### config.mk
export PLATFORM = sky130hd
export DESIGN_NAME = six_register_machine_step_core_flat
export DESIGN_NICKNAME = d
export VERILOG_FILES = /design/src/rtl/smrs_pkg.sv /design/src/rtl/smrs_ifs.sv /design/src/rtl/six_register_machine_step_core.sv /design/src/rtl/smrs_alu.sv /design/src/rtl/smrs_regfile.sv /design/src/flat_wrapper.sv
export SDC_FILE = /design/constraint.sdc
export NUM_CORES = 2
export LEC_CHECK = 0
export BUFFER_PORTS_ARGS = -buffer_cell sky130_fd_sc_hd__buf_2
export CAP_MARGIN = 5
export CORE_UTILIZATION = 28
export DETAILED_ROUTE_END_ITERATION = 16
export PLACE_DENSITY = 0.42
export SLEW_MARGIN = 30
export SYNTH_ARGS = -nofsm -noshare
export SYNTH_HDL_FRONTEND = slang
export SYNTH_HIERARCHICAL = 1
export SYNTH_SLANG_ARGS = --single-unit
### constraint.sdc
create_clock -name clock -period 31.5 [get_ports clock]
set_clock_uncertainty 0.15 [all_clocks]
set_input_delay 1.575 -clock clock [delete_from_list [all_inputs] [get_ports clock]]
set_output_delay 1.575 -clock clock [all_outputs]
set_load 0.1 [all_outputs]
### src/rtl/smrs_pkg.sv
// Shared types and constants for the six-register machine step core.
// Holds the opcode set, field widths, CSR indexes and the commit control struct.
// No dependencies; every other file of the block takes names from here.
`timescale 1ns / 1ps
`default_nettype none

package smrs_pkg;

   // Fixed widths of the channel and CSR fields.
   localparam int FieldWidth   = 32;
   localparam int OpWidth      = 4;
   localparam int DestWidth    = 3;
   localparam int PtrSelWidth  = 3;
   localparam int ProgLenWidth = 11;
   localparam int CsrDataWidth = 11;
   localparam int CsrIdxWidth  = 1;

   localparam logic [ProgLenWidth-1:0] ProgLenReset = 11'd1024;
   localparam logic [PtrSelWidth-1:0]  PtrSelReset  = 3'd0;

   // Instruction set: register (r) and immediate (i) forms.
   typedef enum logic [OpWidth-1:0] {
      OP_ADDR = 4'd0,
      OP_ADDI = 4'd1,
      OP_MULR = 4'd2,
      OP_MULI = 4'd3,
      OP_BANR = 4'd4,
      OP_BANI = 4'd5,
      OP_BORR = 4'd6,
      OP_BORI = 4'd7,
      OP_SETR = 4'd8,
      OP_SETI = 4'd9,
      OP_GTIR = 4'd10,
      OP_GTRI = 4'd11,
      OP_GTRR = 4'd12,
      OP_EQIR = 4'd13,
      OP_EQRI = 4'd14,
      OP_EQRR = 4'd15
   } op_code_type;

   // Configuration register indexes.
   typedef enum logic [CsrIdxWidth-1:0] {
      CSR_POINTER_REGISTER = 1'b0,
      CSR_PROGRAM_LENGTH   = 1'b1
   } csr_index_type;

   // Write-back control handed from the execute stage to the register file.
   typedef struct packed {
      logic                   fire;
      logic                   write_dest;
      logic [DestWidth-1:0]   dest;
      logic [PtrSelWidth-1:0] ptr_sel;
   } commit_type;

   // True when the opcode reads operand A as a register index.
   function automatic logic op_reads_a(input op_code_type op);
      logic reads;
      case (op) inside
         OP_SETI, OP_GTIR, OP_EQIR: reads = 1'b0;
         default:                   reads = 1'b1;
      endcase
      return reads;
   endfunction

   // True when the opcode reads operand B as a register index.
   function automatic logic op_reads_b(input op_code_type op);
      logic reads;
      case (op) inside
         OP_ADDR, OP_MULR, OP_BANR, OP_BORR, OP_GTIR, OP_GTRR, OP_EQIR,
         OP_EQRR: reads = 1'b1;
         default: reads = 1'b0;
      endcase
      return reads;
   endfunction

endpackage

`default_nettype wire

### src/rtl/smrs_ifs.sv
// Channel interfaces of the six-register machine step core.
// smrs_req_if carries instruction beats, smrs_rsp_if carries result beats.
// Depends on smrs_pkg for field widths.
`timescale 1ns / 1ps
`default_nettype none

interface smrs_req_if;
   logic                                 valid;
   logic                                 ready;
   logic [smrs_pkg::OpWidth-1:0]         op_code;
   logic signed [smrs_pkg::FieldWidth-1:0] operand_a;
   logic signed [smrs_pkg::FieldWidth-1:0] operand_b;
   logic [smrs_pkg::DestWidth-1:0]       dest_index;

   modport source (output valid, output op_code, output operand_a, output operand_b,
                   output dest_index, input ready);
   modport sink   (input valid, input op_code, input operand_a, input operand_b,
                   input dest_index, output ready);
endinterface

interface smrs_rsp_if;
   logic                                   valid;
   logic                                   ready;
   logic signed [smrs_pkg::FieldWidth-1:0] next_pointer;
   logic signed [smrs_pkg::FieldWidth-1:0] written_value;
   logic                                   halted;
   logic                                   bad_index;

   modport source (output valid, output next_pointer, output written_value,
                   output halted, output bad_index, input ready);
   modport sink   (input valid, input next_pointer, input written_value,
                   input halted, input bad_index, output ready);
endinterface

`default_nettype wire

### src/rtl/six_register_machine_step_core.sv
// Top level of the six-register machine step core: input register, execute
// logic, register file and result register. Depends on smrs_pkg, smrs_ifs,
// smrs_alu and smrs_regfile.
//
//   Channel  Role    Beat contents
//   req_bus  sink    op_code, operand_a, operand_b, dest_index
//   rsp_bus  source  next_pointer, written_value, halted, bad_index
//   csr_*    write   csr_index selects pointer_register or program_length
//
// One instruction per cycle while rsp_bus is not stalled; a request beat passes
// the input register and then the result register. The rate is set by the
// register file write-back loop, which executes and commits each registered instruction.
// Reset clears the register file and loads the CSR reset values.
// A stalled result holds the execute stage; the input register still takes
// a beat whenever the execute stage can move on in the same cycle.
`timescale 1ns / 1ps
`default_nettype none

module six_register_machine_step_core #(
   parameter int NUM_REGS   = 6,
   parameter int DATA_WIDTH = 32
) (
   input  wire logic                                 clock,
   input  wire logic                                 reset,
   smrs_req_if.sink                                  req_bus,
   smrs_rsp_if.source                                rsp_bus,
   input  wire logic                                 csr_write_en,
   input  wire logic [smrs_pkg::CsrIdxWidth-1:0]     csr_index,
   input  wire logic [smrs_pkg::CsrDataWidth-1:0]    csr_wdata
);

   localparam int RegIdxW = $clog2(NUM_REGS);
   localparam int FW      = smrs_pkg::FieldWidth;
   localparam int CmpW    = (DATA_WIDTH > smrs_pkg::ProgLenWidth)
                            ? DATA_WIDTH : smrs_pkg::ProgLenWidth;
   localparam logic [FW-1:0] NumRegsW = FW'(NUM_REGS);

   // Configuration registers.
   logic [smrs_pkg::PtrSelWidth-1:0]  ptr_sel_ff;
   logic [smrs_pkg::ProgLenWidth-1:0] prog_len_ff;

   // Input register stage.
   logic                           s1_valid_ff, s1_valid_in;
   smrs_pkg::op_code_type          s1_op_ff;
   logic [FW-1:0]                  s1_a_ff;
   logic [FW-1:0]                  s1_b_ff;
   logic [smrs_pkg::DestWidth-1:0] s1_dest_ff;

   // Result register stage.
   logic                 rsp_valid_ff, rsp_valid_in;
   logic [FW-1:0]        next_pointer_ff;
   logic [FW-1:0]        written_value_ff;
   logic                 halted_ff;
   logic                 bad_index_ff;

   // Execute stage signals.
   logic                  req_accept;
   logic                  advance;
   logic                  fire;
   logic                  a_ok, b_ok, dest_ok, ptr_ok;
   logic                  bad;
   logic [RegIdxW-1:0]    rd_a_idx, rd_b_idx;
   logic [DATA_WIDTH-1:0] rd_a_data, rd_b_data;
   logic [DATA_WIDTH-1:0] reg_a, reg_b, imm_a, imm_b;
   logic [DATA_WIDTH-1:0] alu_result;
   logic [DATA_WIDTH-1:0] wr_value;
   logic [DATA_WIDTH-1:0] next_ptr;
   logic [FW+DATA_WIDTH-1:0] a_sext, b_sext;
   logic                  halt_now;
   smrs_pkg::commit_type  commit;

   // Handshake: the execute stage moves when the result register is free.
   assign advance       = !rsp_valid_ff || rsp_bus.ready;
   assign fire          = s1_valid_ff && advance;
   assign req_bus.ready = !s1_valid_ff || advance;
   assign req_accept    = req_bus.valid && req_bus.ready;

   // Configuration writes.
   always_ff @(posedge clock) begin
      if (reset) begin
         ptr_sel_ff  <= smrs_pkg::PtrSelReset;
         prog_len_ff <= smrs_pkg::ProgLenReset;
      end else if (csr_write_en) begin
         unique case (smrs_pkg::csr_index_type'(csr_index))
            smrs_pkg::CSR_POINTER_REGISTER:
               ptr_sel_ff <= csr_wdata[smrs_pkg::PtrSelWidth-1:0];
            smrs_pkg::CSR_PROGRAM_LENGTH:
               prog_len_ff <= csr_wdata[smrs_pkg::ProgLenWidth-1:0];
            default: ;
         endcase
      end
   end

   // Input register; the payload needs no reset.
   assign s1_valid_in = req_accept ? 1'b1 : (fire ? 1'b0 : s1_valid_ff);

   always_ff @(posedge clock) begin
      if (reset) begin
         s1_valid_ff <= 1'b0;
      end else begin
         s1_valid_ff <= s1_valid_in;
      end
   end

   always_ff @(posedge clock) begin
      if (req_accept) begin
         s1_op_ff   <= smrs_pkg::op_code_type'(req_bus.op_code);
         s1_a_ff    <= req_bus.operand_a;
         s1_b_ff    <= req_bus.operand_b;
         s1_dest_ff <= req_bus.dest_index;
      end
   end

   // Index checks; an operand used as an immediate is never checked.
   assign a_ok    = s1_a_ff < NumRegsW;
   assign b_ok    = s1_b_ff < NumRegsW;
   assign dest_ok = FW'(s1_dest_ff) < NumRegsW;
   assign ptr_ok  = FW'(ptr_sel_ff) < NumRegsW;
   assign bad     = (smrs_pkg::op_reads_a(s1_op_ff) && !a_ok)
                 || (smrs_pkg::op_reads_b(s1_op_ff) && !b_ok)
                 || !dest_ok;

   assign rd_a_idx = a_ok ? s1_a_ff[RegIdxW-1:0] : '0;
   assign rd_b_idx = b_ok ? s1_b_ff[RegIdxW-1:0] : '0;
   assign reg_a    = a_ok ? rd_a_data : '0;
   assign reg_b    = b_ok ? rd_b_data : '0;

   // Immediates are sign-extended from the field width, then cut to the data width.
   assign a_sext = {{DATA_WIDTH{s1_a_ff[FW-1]}}, s1_a_ff};
   assign b_sext = {{DATA_WIDTH{s1_b_ff[FW-1]}}, s1_b_ff};
   assign imm_a  = a_sext[DATA_WIDTH-1:0];
   assign imm_b  = b_sext[DATA_WIDTH-1:0];

   smrs_alu #(
      .DATA_WIDTH (DATA_WIDTH)
   ) u_alu (
      .op     (s1_op_ff),
      .reg_a  (reg_a),
      .reg_b  (reg_b),
      .imm_a  (imm_a),
      .imm_b  (imm_b),
      .result (alu_result)
   );

   assign wr_value = bad ? '0 : alu_result;

   // A bad pointer select commits nothing at all.
   assign commit.fire       = fire && ptr_ok;
   assign commit.write_dest = !bad;
   assign commit.dest       = s1_dest_ff;
   assign commit.ptr_sel    = ptr_sel_ff;

   smrs_regfile #(
      .NUM_REGS   (NUM_REGS),
      .DATA_WIDTH (DATA_WIDTH)
   ) u_regfile (
      .clock     (clock),
      .reset     (reset),
      .rd_a_idx  (rd_a_idx),
      .rd_b_idx  (rd_b_idx),
      .rd_a_data (rd_a_data),
      .rd_b_data (rd_b_data),
      .commit    (commit),
      .wr_value  (wr_value),
      .next_ptr  (next_ptr)
   );

   // Halt when the new pointer is negative or past the program.
   assign halt_now = next_ptr[DATA_WIDTH-1]
                  || (CmpW'(next_ptr) >= CmpW'(prog_len_ff));

   // Result register.
   assign rsp_valid_in = fire ? 1'b1 : (rsp_bus.ready ? 1'b0 : rsp_valid_ff);

   always_ff @(posedge clock) begin
      if (reset) begin
         rsp_valid_ff <= 1'b0;
      end else begin
         rsp_valid_ff <= rsp_valid_in;
      end
   end

   always_ff @(posedge clock) begin
      if (fire) begin
         if (ptr_ok) begin
            next_pointer_ff  <= FW'(next_ptr);
            written_value_ff <= FW'(wr_value);
            halted_ff        <= halt_now;
            bad_index_ff     <= bad;
         end else begin
            next_pointer_ff  <= '0;
            written_value_ff <= '0;
            halted_ff        <= 1'b1;
            bad_index_ff     <= 1'b1;
         end
      end
   end

   assign rsp_bus.valid         = rsp_valid_ff;
   assign rsp_bus.next_pointer  = next_pointer_ff;
   assign rsp_bus.written_value = written_value_ff;
   assign rsp_bus.halted        = halted_ff;
   assign rsp_bus.bad_index     = bad_index_ff;

endmodule

`default_nettype wire

### src/rtl/smrs_alu.sv
// Operation unit of the six-register machine: one instruction's value.
// Purely combinational; depends on smrs_pkg for the opcode type.
`timescale 1ns / 1ps
`default_nettype none

module smrs_alu #(
   parameter int DATA_WIDTH = 32
) (
   input  wire smrs_pkg::op_code_type op,
   input  wire logic [DATA_WIDTH-1:0] reg_a,
   input  wire logic [DATA_WIDTH-1:0] reg_b,
   input  wire logic [DATA_WIDTH-1:0] imm_a,
   input  wire logic [DATA_WIDTH-1:0] imm_b,
   output logic      [DATA_WIDTH-1:0] result
);

   logic [DATA_WIDTH-1:0] src_b;
   logic [DATA_WIDTH-1:0] product;
   logic [DATA_WIDTH-1:0] one;

   // Register forms take B from the file, immediate forms from the operand.
   always_comb begin
      case (op) inside
         smrs_pkg::OP_ADDR, smrs_pkg::OP_MULR, smrs_pkg::OP_BANR,
         smrs_pkg::OP_BORR: src_b = reg_b;
         default:           src_b = imm_b;
      endcase
   end

   // One shared multiplier; only the low word is kept (wrapping product).
   assign product = reg_a * src_b;
   assign one     = DATA_WIDTH'(1);

   // Result select; comparisons are signed at the data width.
   always_comb begin
      case (op)
         smrs_pkg::OP_ADDR, smrs_pkg::OP_ADDI: result = reg_a + src_b;
         smrs_pkg::OP_MULR, smrs_pkg::OP_MULI: result = product;
         smrs_pkg::OP_BANR, smrs_pkg::OP_BANI: result = reg_a & src_b;
         smrs_pkg::OP_BORR, smrs_pkg::OP_BORI: result = reg_a | src_b;
         smrs_pkg::OP_SETR: result = reg_a;
         smrs_pkg::OP_SETI: result = imm_a;
         smrs_pkg::OP_GTIR: result = ($signed(imm_a) > $signed(reg_b)) ? one : '0;
         smrs_pkg::OP_GTRI: result = ($signed(reg_a) > $signed(imm_b)) ? one : '0;
         smrs_pkg::OP_GTRR: result = ($signed(reg_a) > $signed(reg_b)) ? one : '0;
         smrs_pkg::OP_EQIR: result = (imm_a == reg_b) ? one : '0;
         smrs_pkg::OP_EQRI: result = (reg_a == imm_b) ? one : '0;
         smrs_pkg::OP_EQRR: result = (reg_a == reg_b) ? one : '0;
         default:           result = '0;
      endcase
   end

endmodule

`default_nettype wire

### src/rtl/smrs_regfile.sv
// Register file of the six-register machine with its write-back logic.
// Two read ports, with the destination write and pointer increment in the same cycle.
// Depends on smrs_pkg for the commit control struct.
`timescale 1ns / 1ps
`default_nettype none

module smrs_regfile #(
   parameter int NUM_REGS   = 6,
   parameter int DATA_WIDTH = 32,
   localparam int RegIdxW   = $clog2(NUM_REGS)
) (
   input  wire logic                   clock,
   input  wire logic                   reset,
   input  wire logic [RegIdxW-1:0]     rd_a_idx,
   input  wire logic [RegIdxW-1:0]     rd_b_idx,
   output logic      [DATA_WIDTH-1:0]  rd_a_data,
   output logic      [DATA_WIDTH-1:0]  rd_b_data,
   input  wire smrs_pkg::commit_type   commit,
   input  wire logic [DATA_WIDTH-1:0]  wr_value,
   output logic      [DATA_WIDTH-1:0]  next_ptr
);

   logic [DATA_WIDTH-1:0] regs_ff [NUM_REGS];
   logic [DATA_WIDTH-1:0] regs_in [NUM_REGS];
   logic [RegIdxW-1:0]    ptr_idx;
   logic [RegIdxW-1:0]    dest_idx;
   logic [DATA_WIDTH-1:0] ptr_base;

   assign rd_a_data = regs_ff[rd_a_idx];
   assign rd_b_data = regs_ff[rd_b_idx];

   // Both indexes are known to be in range whenever they are used.
   assign ptr_idx  = RegIdxW'(commit.ptr_sel);
   assign dest_idx = RegIdxW'(commit.dest);

   // The pointer sees the destination write of the same instruction first.
   assign ptr_base = (commit.write_dest && (commit.dest == commit.ptr_sel))
                     ? wr_value : regs_ff[ptr_idx];
   assign next_ptr = ptr_base + DATA_WIDTH'(1);

   // Write-back: pointer increment wins over the destination write.
   always_comb begin
      for (int i = 0; i < NUM_REGS; i++) begin
         regs_in[i] = regs_ff[i];
         if (commit.fire) begin
            if (RegIdxW'(i) == ptr_idx) begin
               regs_in[i] = next_ptr;
            end else if (commit.write_dest && (RegIdxW'(i) == dest_idx)) begin
               regs_in[i] = wr_value;
            end
         end
      end
   end

   always_ff @(posedge clock) begin
      for (int i = 0; i < NUM_REGS; i++) begin
         if (reset) begin
            regs_ff[i] <= '0;
         end else begin
            regs_ff[i] <= regs_in[i];
         end
      end
   end

endmodule

`default_nettype wire
### src/flat_wrapper.sv
// flat-port wrapper written by rule: the top's interface ports become plain ports
module six_register_machine_step_core_flat 
#(
   parameter int NUM_REGS   = 6,
   parameter int DATA_WIDTH = 32
)
  (clock, reset, csr_write_en, csr_index, csr_wdata, req_bus_valid, req_bus_op_code, req_bus_operand_a, req_bus_operand_b, req_bus_dest_index, req_bus_ready, rsp_bus_valid, rsp_bus_next_pointer, rsp_bus_written_value, rsp_bus_halted, rsp_bus_bad_index, rsp_bus_ready);
  smrs_req_if req_bus_i ();
  smrs_rsp_if rsp_bus_i ();
  input  wire logic clock;
  input  wire logic reset;
  input  wire logic csr_write_en;
  input  wire logic [smrs_pkg::CsrIdxWidth-1:0] csr_index;
  input  wire logic [smrs_pkg::CsrDataWidth-1:0] csr_wdata;
  input wire logic [$bits(req_bus_i.valid)-1:0] req_bus_valid;
  input wire logic [$bits(req_bus_i.op_code)-1:0] req_bus_op_code;
  input wire logic [$bits(req_bus_i.operand_a)-1:0] req_bus_operand_a;
  input wire logic [$bits(req_bus_i.operand_b)-1:0] req_bus_operand_b;
  input wire logic [$bits(req_bus_i.dest_index)-1:0] req_bus_dest_index;
  output wire logic [$bits(req_bus_i.ready)-1:0] req_bus_ready;
  output wire logic [$bits(rsp_bus_i.valid)-1:0] rsp_bus_valid;
  output wire logic [$bits(rsp_bus_i.next_pointer)-1:0] rsp_bus_next_pointer;
  output wire logic [$bits(rsp_bus_i.written_value)-1:0] rsp_bus_written_value;
  output wire logic [$bits(rsp_bus_i.halted)-1:0] rsp_bus_halted;
  output wire logic [$bits(rsp_bus_i.bad_index)-1:0] rsp_bus_bad_index;
  input wire logic [$bits(rsp_bus_i.ready)-1:0] rsp_bus_ready;
  assign req_bus_i.valid = req_bus_valid;
  assign req_bus_i.op_code = req_bus_op_code;
  assign req_bus_i.operand_a = req_bus_operand_a;
  assign req_bus_i.operand_b = req_bus_operand_b;
  assign req_bus_i.dest_index = req_bus_dest_index;
  assign req_bus_ready = req_bus_i.ready;
  assign rsp_bus_valid = rsp_bus_i.valid;
  assign rsp_bus_next_pointer = rsp_bus_i.next_pointer;
  assign rsp_bus_written_value = rsp_bus_i.written_value;
  assign rsp_bus_halted = rsp_bus_i.halted;
  assign rsp_bus_bad_index = rsp_bus_i.bad_index;
  assign rsp_bus_i.ready = rsp_bus_ready;
  six_register_machine_step_core #(.NUM_REGS(NUM_REGS), .DATA_WIDTH(DATA_WIDTH)) u_core (.clock(clock), .reset(reset), .req_bus(req_bus_i), .rsp_bus(rsp_bus_i), .csr_write_en(csr_write_en), .csr_index(csr_index), .csr_wdata(csr_wdata));
endmodule
; After elaboration in Yosys (flattened, before gate mapping)
; Memory sizes are Yosys's and may differ from the RTL's. A register that Yosys moved wholly into a read port is not among the register bits.
; Cells that the tools add are included.
[totals]
word_cells = 166
output_inout_bits = 68
mem_bits_ro = 0
ramBits = 192
mem_count = 1
latchBits = 0
regBits = 153
input_bits = 88
[op_classes]
n_mul = 1
bitwise = 9
mux = 49
n_eq_ne = 41
order_cmp = 8
n_div = 0
shift = 0
addsub = 2
n_reduce_logical = 43
[memory_table]
columns = name, depth, word_bits, read_ports, rd_ports_with_merged_regs, write_ports, line_no
row1 = u_core.u_regfile.regs_ff, 6, 32, 3, 1, 6, smrs_regfile.sv:23  ; logic [DATA_WIDTH-1:0] regs_ff [NUM_REGS];
[op_table]
columns = cell, n
row1 = $mux W32, 29
row2 = $pmux W32 S12, 1
row3 = $eq A32 B32 Y1, 3
row4 = $gt A32 B32 Y1, 3
row5 = $lt A32 B3 Y1 const B, 2
row6 = $add A32 B1 Y32 const B, 1
row7 = $add A32 B32 Y32, 1
row8 = $and A32 B32 Y32, 1
row9 = $eq A4 B4 Y1 const B, 8
row10 = $ge A32 B11 Y1, 1
row11 = $mul A32 B32 Y32, 1
row12 = $or A32 B32 Y32, 1
row13 = $ne A3 B3 Y1 const B, 6
row14 = $reduce_and A3 Y1, 6
row15 = $eq A4 B3 Y1 const B, 4
row16 = $mux W1, 15
row17 = $eq A2 B3 Y1 const A, 4
row18 = $eq A3 B3 Y1 const A, 4
row19 = $logic_and A1 B1 Y1, 12
row20 = $mux W3, 4
row21 = $eq A4 B2 Y1 const B, 2
row22 = $reduce_or A2 Y1, 4
row23 = $reduce_or A8 Y1, 1
row24 = $eq A1 B3 Y1 const A, 2
row25 = 14 further kinds, 37

; Depth between registers and ports, before layout
[depth]
ltp_word = 13
mapped_depth = 52

; Hierarchy
; Netlist, hierarchy kept.
[modules_own_cells]
columns = mod, cells_each, instances, area_per_inst_um2, seq_area_each_um2
row1 = smrs_alu, 2561, 1, 20912.6, 0.0
row2 = smrs_regfile, 1448, 1, 14756.7, 5765.5
row3 = six_register_machine_step_core, 527, 1, 6904.1, 4434.3

; Worst setup path after synthesis
; OpenSTA, ideal clock, no wires.
[synth_path]
kind = reg-to-reg
from = reg u_core.s1_b_ff[31] (netlist: u_core/imm_b[31])
to = reg u_core.halted_ff (netlist: u_core/rsp_bus.halted) (data pin)
period_less_slack_ps = 12898
setup_time_ps = 266
path_slack_ps = 18602
arrival_ps = 12481
path_stages_with_launch = 51
path_buffers = 7
cell_sequence = edfxtp_1 -> nor4_1 -> and4_1 -> buf_4 -> and3_1 -> clkbuf_1 -> clkbuf_1 -> buf_1 -> mux2i_1 -> a21oi_1 -> and3_1 -> inv_1 -> mux2i_1 -> inv_1 -> clkbuf_1 -> nor2_1 -> fa_1 -> fa_1 -> (+15 left out) -> a221oi_2 -> and2b_2 -> o21ai_0 -> a211oi_1 -> a2111oi_0 -> a21oi_1 -> nor4b_2 -> mux2i_1 -> or2_1 -> clkbuf_1 -> or4_4 -> or4_1 -> clkbuf_2 -> and2_1 -> nor4_1 -> nand4_1 -> a211oi_1 -> o41ai_1
[synth_via]
elab_chain_len = 12
elab_cells_between_ends = 33
classes_between = add/sub (2) / mul (1) / order compare (5) / eq/ne (3) / mux (12) / bitwise (2) / reduce/logical (7) / memory (1)
[synth_lines]
columns = item, line_no
row1 = "start, declared", six_register_machine_step_core.sv:46  ; logic [FW-1:0] s1_b_ff;
row2 = "start signal, assigned", six_register_machine_step_core.sv:109  ; s1_b_ff <= req_bus.operand_b;
row3 = $lt A32 B3 Y1 (*), six_register_machine_step_core.sv:116  ; assign b_ok = s1_b_ff < NumRegsW;
row4 = $mux W3 (*), six_register_machine_step_core.sv:124  ; assign rd_b_idx = b_ok ? s1_b_ff[RegIdxW-1:0] : '0;
row5 = net u_core.rd_b_idx[0], six_register_machine_step_core.sv:62  ; logic [RegIdxW-1:0] rd_a_idx, rd_b_idx;
row6 = $mem_v2 Z6 W32 (*), --
row7 = net u_core.rd_b_data[6], six_register_machine_step_core.sv:63  ; logic [DATA_WIDTH-1:0] rd_a_data, rd_b_data;
row8 = $mux W32 (*), six_register_machine_step_core.sv:126  ; assign reg_b = b_ok ? rd_b_data : '0;
row9 = net u_core.reg_b[6], six_register_machine_step_core.sv:64  ; logic [DATA_WIDTH-1:0] reg_a, reg_b, imm_a, imm_b;
row10 = $mux W32 (*), smrs_alu.sv:23  ; case (op) inside
row11 = (+2 left out), --
row12 = net u_core.alu_result[27], six_register_machine_step_core.sv:65  ; logic [DATA_WIDTH-1:0] alu_result;
row13 = $mux W32 (*), six_register_machine_step_core.sv:145  ; assign wr_value = bad ? '0 : alu_result;
row14 = net u_core.wr_value[27], six_register_machine_step_core.sv:66  ; logic [DATA_WIDTH-1:0] wr_value;
row15 = $mux W32 (*), smrs_regfile.sv:38  ; ? wr_value : regs_ff[ptr_idx];
row16 = $add A32 B1 Y32 (*), smrs_regfile.sv:39  ; assign next_ptr = ptr_base + DATA_WIDTH'(1);
row17 = net u_core.next_ptr[30], six_register_machine_step_core.sv:67  ; logic [DATA_WIDTH-1:0] next_ptr;
row18 = $ge A32 B11 Y1 (*), six_register_machine_step_core.sv:170  ; || (CmpW'(next_ptr) >= CmpW'(prog_len_ff));
row19 = $logic_or A1 B1 Y1 (*), six_register_machine_step_core.sv:170
row20 = "end signal, assigned", six_register_machine_step_core.sv:188  ; halted_ff <= halt_now;
row21 = "end, declared", six_register_machine_step_core.sv:53  ; logic halted_ff;
; Mark *: on every way through the listed nets, which the timed path passes. The rest lies on a longest branch.
; A chain may end at the register's enable or synchronous reset.

; Worst setup path after layout
[layout_path]
from = reg u_core.s1_a_ff[31] (netlist: u_core/imm_a[31])
to = reg u_core.halted_ff (netlist: u_core/rsp_bus.halted) (data pin)
[layout_via]
elab_cells_between_ends = 32
classes_between = add/sub (2) / mul (1) / order compare (5) / eq/ne (3) / mux (11) / bitwise (2) / reduce/logical (7) / memory (1)
[layout_rtl]
columns = item, line_no
row1 = "start, declared", six_register_machine_step_core.sv:45  ; logic [FW-1:0] s1_a_ff;
row2 = "start signal, assigned", six_register_machine_step_core.sv:108  ; s1_a_ff <= req_bus.operand_a;
row3 = $lt A32 B3 Y1 (*), six_register_machine_step_core.sv:115  ; assign a_ok = s1_a_ff < NumRegsW;
row4 = $mux W3 (*), six_register_machine_step_core.sv:123  ; assign rd_a_idx = a_ok ? s1_a_ff[RegIdxW-1:0] : '0;
row5 = net u_core.rd_a_idx[0], six_register_machine_step_core.sv:62
row6 = $mem_v2 Z6 W32 (*), --
row7 = net u_core.rd_a_data[16], six_register_machine_step_core.sv:63
row8 = $mux W32 (*), six_register_machine_step_core.sv:125  ; assign reg_a = a_ok ? rd_a_data : '0;
row9 = net u_core.reg_a[16], six_register_machine_step_core.sv:64
row10 = $mul A32 B32 Y32 / $add A32 B32 Y32 (equally long branches), "smrs_alu.sv:31, smrs_alu.sv:37"
row11 = $pmux W32 S12 (*), smrs_alu.sv:36  ; case (op)
row12 = net u_core.alu_result[27], six_register_machine_step_core.sv:65
row13 = $mux W32 (*), six_register_machine_step_core.sv:145
row14 = net u_core.wr_value[27], six_register_machine_step_core.sv:66
row15 = $mux W32 (*), smrs_regfile.sv:38
row16 = $add A32 B1 Y32 (*), smrs_regfile.sv:39
row17 = net u_core.next_ptr[31], six_register_machine_step_core.sv:67
row18 = $ge A32 B11 Y1, six_register_machine_step_core.sv:170
row19 = $logic_or A1 B1 Y1 (*), six_register_machine_step_core.sv:170
; Marked as above.

==> impl_results.md <==
- Setup_tns: 0 ps
- Vias per Instance: 5.32
- Unrepaired setup endpoints after global routing: no
- Syn. warnings: 6
- Worst VDD drop: 0.0000335 V
- Max incr delay on CP: 920 ps
- Layout cell share with drive strength beyond 1: 0.140
- Cell Area, Synth: 42600 µm²
- Outcome: finished, final reports clean
- Slew Limit Fails: 0
- Clock Sinks: 345
- R2r startpoint: u_core/imm_a[31]$_DFFE_PP_
- Die height: 392 µm
- Post-CTS Hold Fix Bufs: 0
- Number of max-cap violations: 0
- Worst slew margin: 0.244
- Async SR Flop Fraction: 0
- Critical Path Fanout Max: 36
- Initial antenna violation count: 16
- CORE AREA: 150000 µm²
- Part of the Yosys area used for sequential elements: 0.240
- LEAKAGE: 0.0191 µW
- Finish-stage setup viols: 0
- DRC: 0
- CP max stage cell: nor4b_2
- Clock tree buffer depth: 3
- 1st-pass router iterations: 6
- Global route total overflow: 0
- Clock Latency Late Sink: 610 ps
- Predominant post-synthesis flop cell: edfxtp_1
- Die Area: 154000 µm²
- CP Data Required Time: 31690 ps
- Synth Register Bits: 345
- DP HPWL: 142000 µm
- Wire per inst: 28.6 µm
- Core Util, Final: 0.314
- Commonest non-fill, non-tap cell in the layout: inv_1
- Mapped Avg Cell Area: 9.39 µm²
- Fin crit share: 0.570
- Syn_nets: 5328
- CTS tree: built
- Synth Instances: 4536
- CTS root buf: clkbuf_16
- Power Dens Cells: 27.9 nW/µm²
- Fin crit period: 17950 ps
- Area Overhead vs Synth: 10.8%
- GRT Resource Usage Total: 0.245
- TritonCTS buffer count: 43
- Routed Antenna Nets: 0
- Worst path most repeated cell: fa_1
- Vias in the first global route: 36500
- CP Launch Type: register
- Routed vias: 35300
- Initial Utilization: 0.283
- Crit. End Element: register
- Slew @ Worst Pin: 1130 ps
- Row cnt: 142
- Port Buffers: 155
- Largest net degree at the start of global routing: 66
- Arr. time, crit path: 18130 ps
- Post-cts resize count: 0
- Worst hold path class: reg -> reg
- CTS HTree Levels: 2
- Critical path class: reg -> reg
- Die width: 392 µm
- EDFF count, synth: 329
- Commonest cells after routing, fill and taps aside: 544 x inv_1, 533 x nand2_1, 493 x nor2_1, 409 x fa_1, 329 x edfxtp_1
- DRT iter0 DRCs: 3022
- Final hold vios: 0
- Clock slew at reported path FFs: 60 ps
- Final #Nets: 5390
- Wirelength, routed: 190000 µm
- Final Wtd Congestion: 0.949
- CP startpoint: u_core/imm_a[31]$_DFFE_PP_
- Num ports: 156
- FMAX: 55.7 MHz
- Setup bufs post-CTS: 0
- Unique masters post-synth: 102
- First-pass GRT wire length: 270000 µm
- Hold_sp: u_core/prog_len_ff[6]$_SDFFE_PP0P_
[cell usage after synthesis, types with 48 or more instances]
library cell / n / share of area
xnor2_1: 100 / 0.021
a21o_1: 48 / 0.0085
mux2i_1: 126 / 0.030
inv_1: 545 / 0.048
mux4_2: 96 / 0.051
nand2_1: 536 / 0.047
and3_1: 75 / 0.011
o21ai_0: 137 / 0.016
clkbuf_1: 191 / 0.017
a21oi_1: 269 / 0.032
nor2_1: 493 / 0.043
fa_1: 409 / 0.19
ha_1: 295 / 0.087
nand3_1: 113 / 0.013
mux2_2: 62 / 0.016
edfxtp_1: 329 / 0.23
[stage by stage]
step                power, µW  std cells  hold slack (ps)  cell area (µm²)  setup slack (ps)
floorplan                 719       4536              280            42600             18600
global placement          831       6569              294            45800             13470
detailed placement        832       6569              297            45800             13880
CTS                      1320       6644              306            47100             13880
global route             1360       6644              329            47200             13180
finish                   1320       6647              307            47200             13550
[logic make-up (layout without fill, tap and decap cells)]
kind of cell,after synthesis,after routing,share of synthesized area
simple gates,1572,1572,0.179
buf+inv,836,928,0.0790
fa+ha+maj,704,704,0.279
xor+xnor,131,131,0.0276
flops,345,345,0.240
compound gates,654,654,0.0962
other cells,0,3,0
mux,294,294,0.100
[per-layer routing]
| metal | global-route usage | routed length, µm | part of all wire |
|---|---|---|---|
| met4 | 0.106 | 9140 | 0.048 |
| met1 | 0.316 | 79500 | 0.42 |
| met2 | 0.405 | 88700 | 0.47 |
| met3 | 0.0390 | 12700 | 0.067 |
| met5 | 0 | 13 | 0.000068 |
[final timing paths]
check / to / slack [ps] / cells after the start
max: u_core/rsp_bus.halted$_SDFFCE_PP1P_ / 13550 / 45
min: u_core/prog_len_ff[6]$_SDFFE_PP0P_ / 310 / 2
max reg2reg: u_core/rsp_bus.halted$_SDFFCE_PP1P_ / 13550 / 45
min reg2reg: u_core/prog_len_ff[6]$_SDFFE_PP0P_ / 310 / 2
[power breakdown]
part / internal (µW) / switching [µW]
logic: 73.9 / 207
registers: 528 / 18.6
clock network: 272 / 216
total: 874 / 441
[cell type report]
class	instances	area [µm²]
timing repair buffer	288	1770
fill	16000	103000
tap	2016	2520
clock buffer	55	1140
sequential	345	10200
antenna	3	7.51
clock inverter	20	170
multi-input combinational	3355	29200
inverter	565	2120
[state kept, by name, summed over array words and instances, names as in the netlist]
name / flops
u_core/prog_len_ff: 11
u_core/imm_a: 32
u_core/rsp_bus.halted: 1
u_core/u_regfile/regs_ff: 192
u_core/s1_valid_ff: 1
u_core/rsp_bus.bad_index: 1
u_core/s1_op_ff: 4
u_core/s1_dest_ff: 3
u_core/rsp_bus.valid: 1
u_core/ptr_sel_ff: 3
u_core/rsp_bus.written_value: 32
u_core/imm_b: 32
u_core/rsp_bus.next_pointer: 32
[critical path, delay by kind of cell (launching register included)]
| kind | cells | cell delay, ps |
|---|---|---|
| mux | 2 | 810 |
| simple gates | 16 | 6620 |
| buf+inv | 8 | 1980 |
| xor+xnor | 1 | 550 |
| flops | 1 | 450 |
| compound gates | 9 | 2680 |
| fa+ha+maj | 9 | 4310 |
Note: power is estimated with default switching activity, not from simulation.
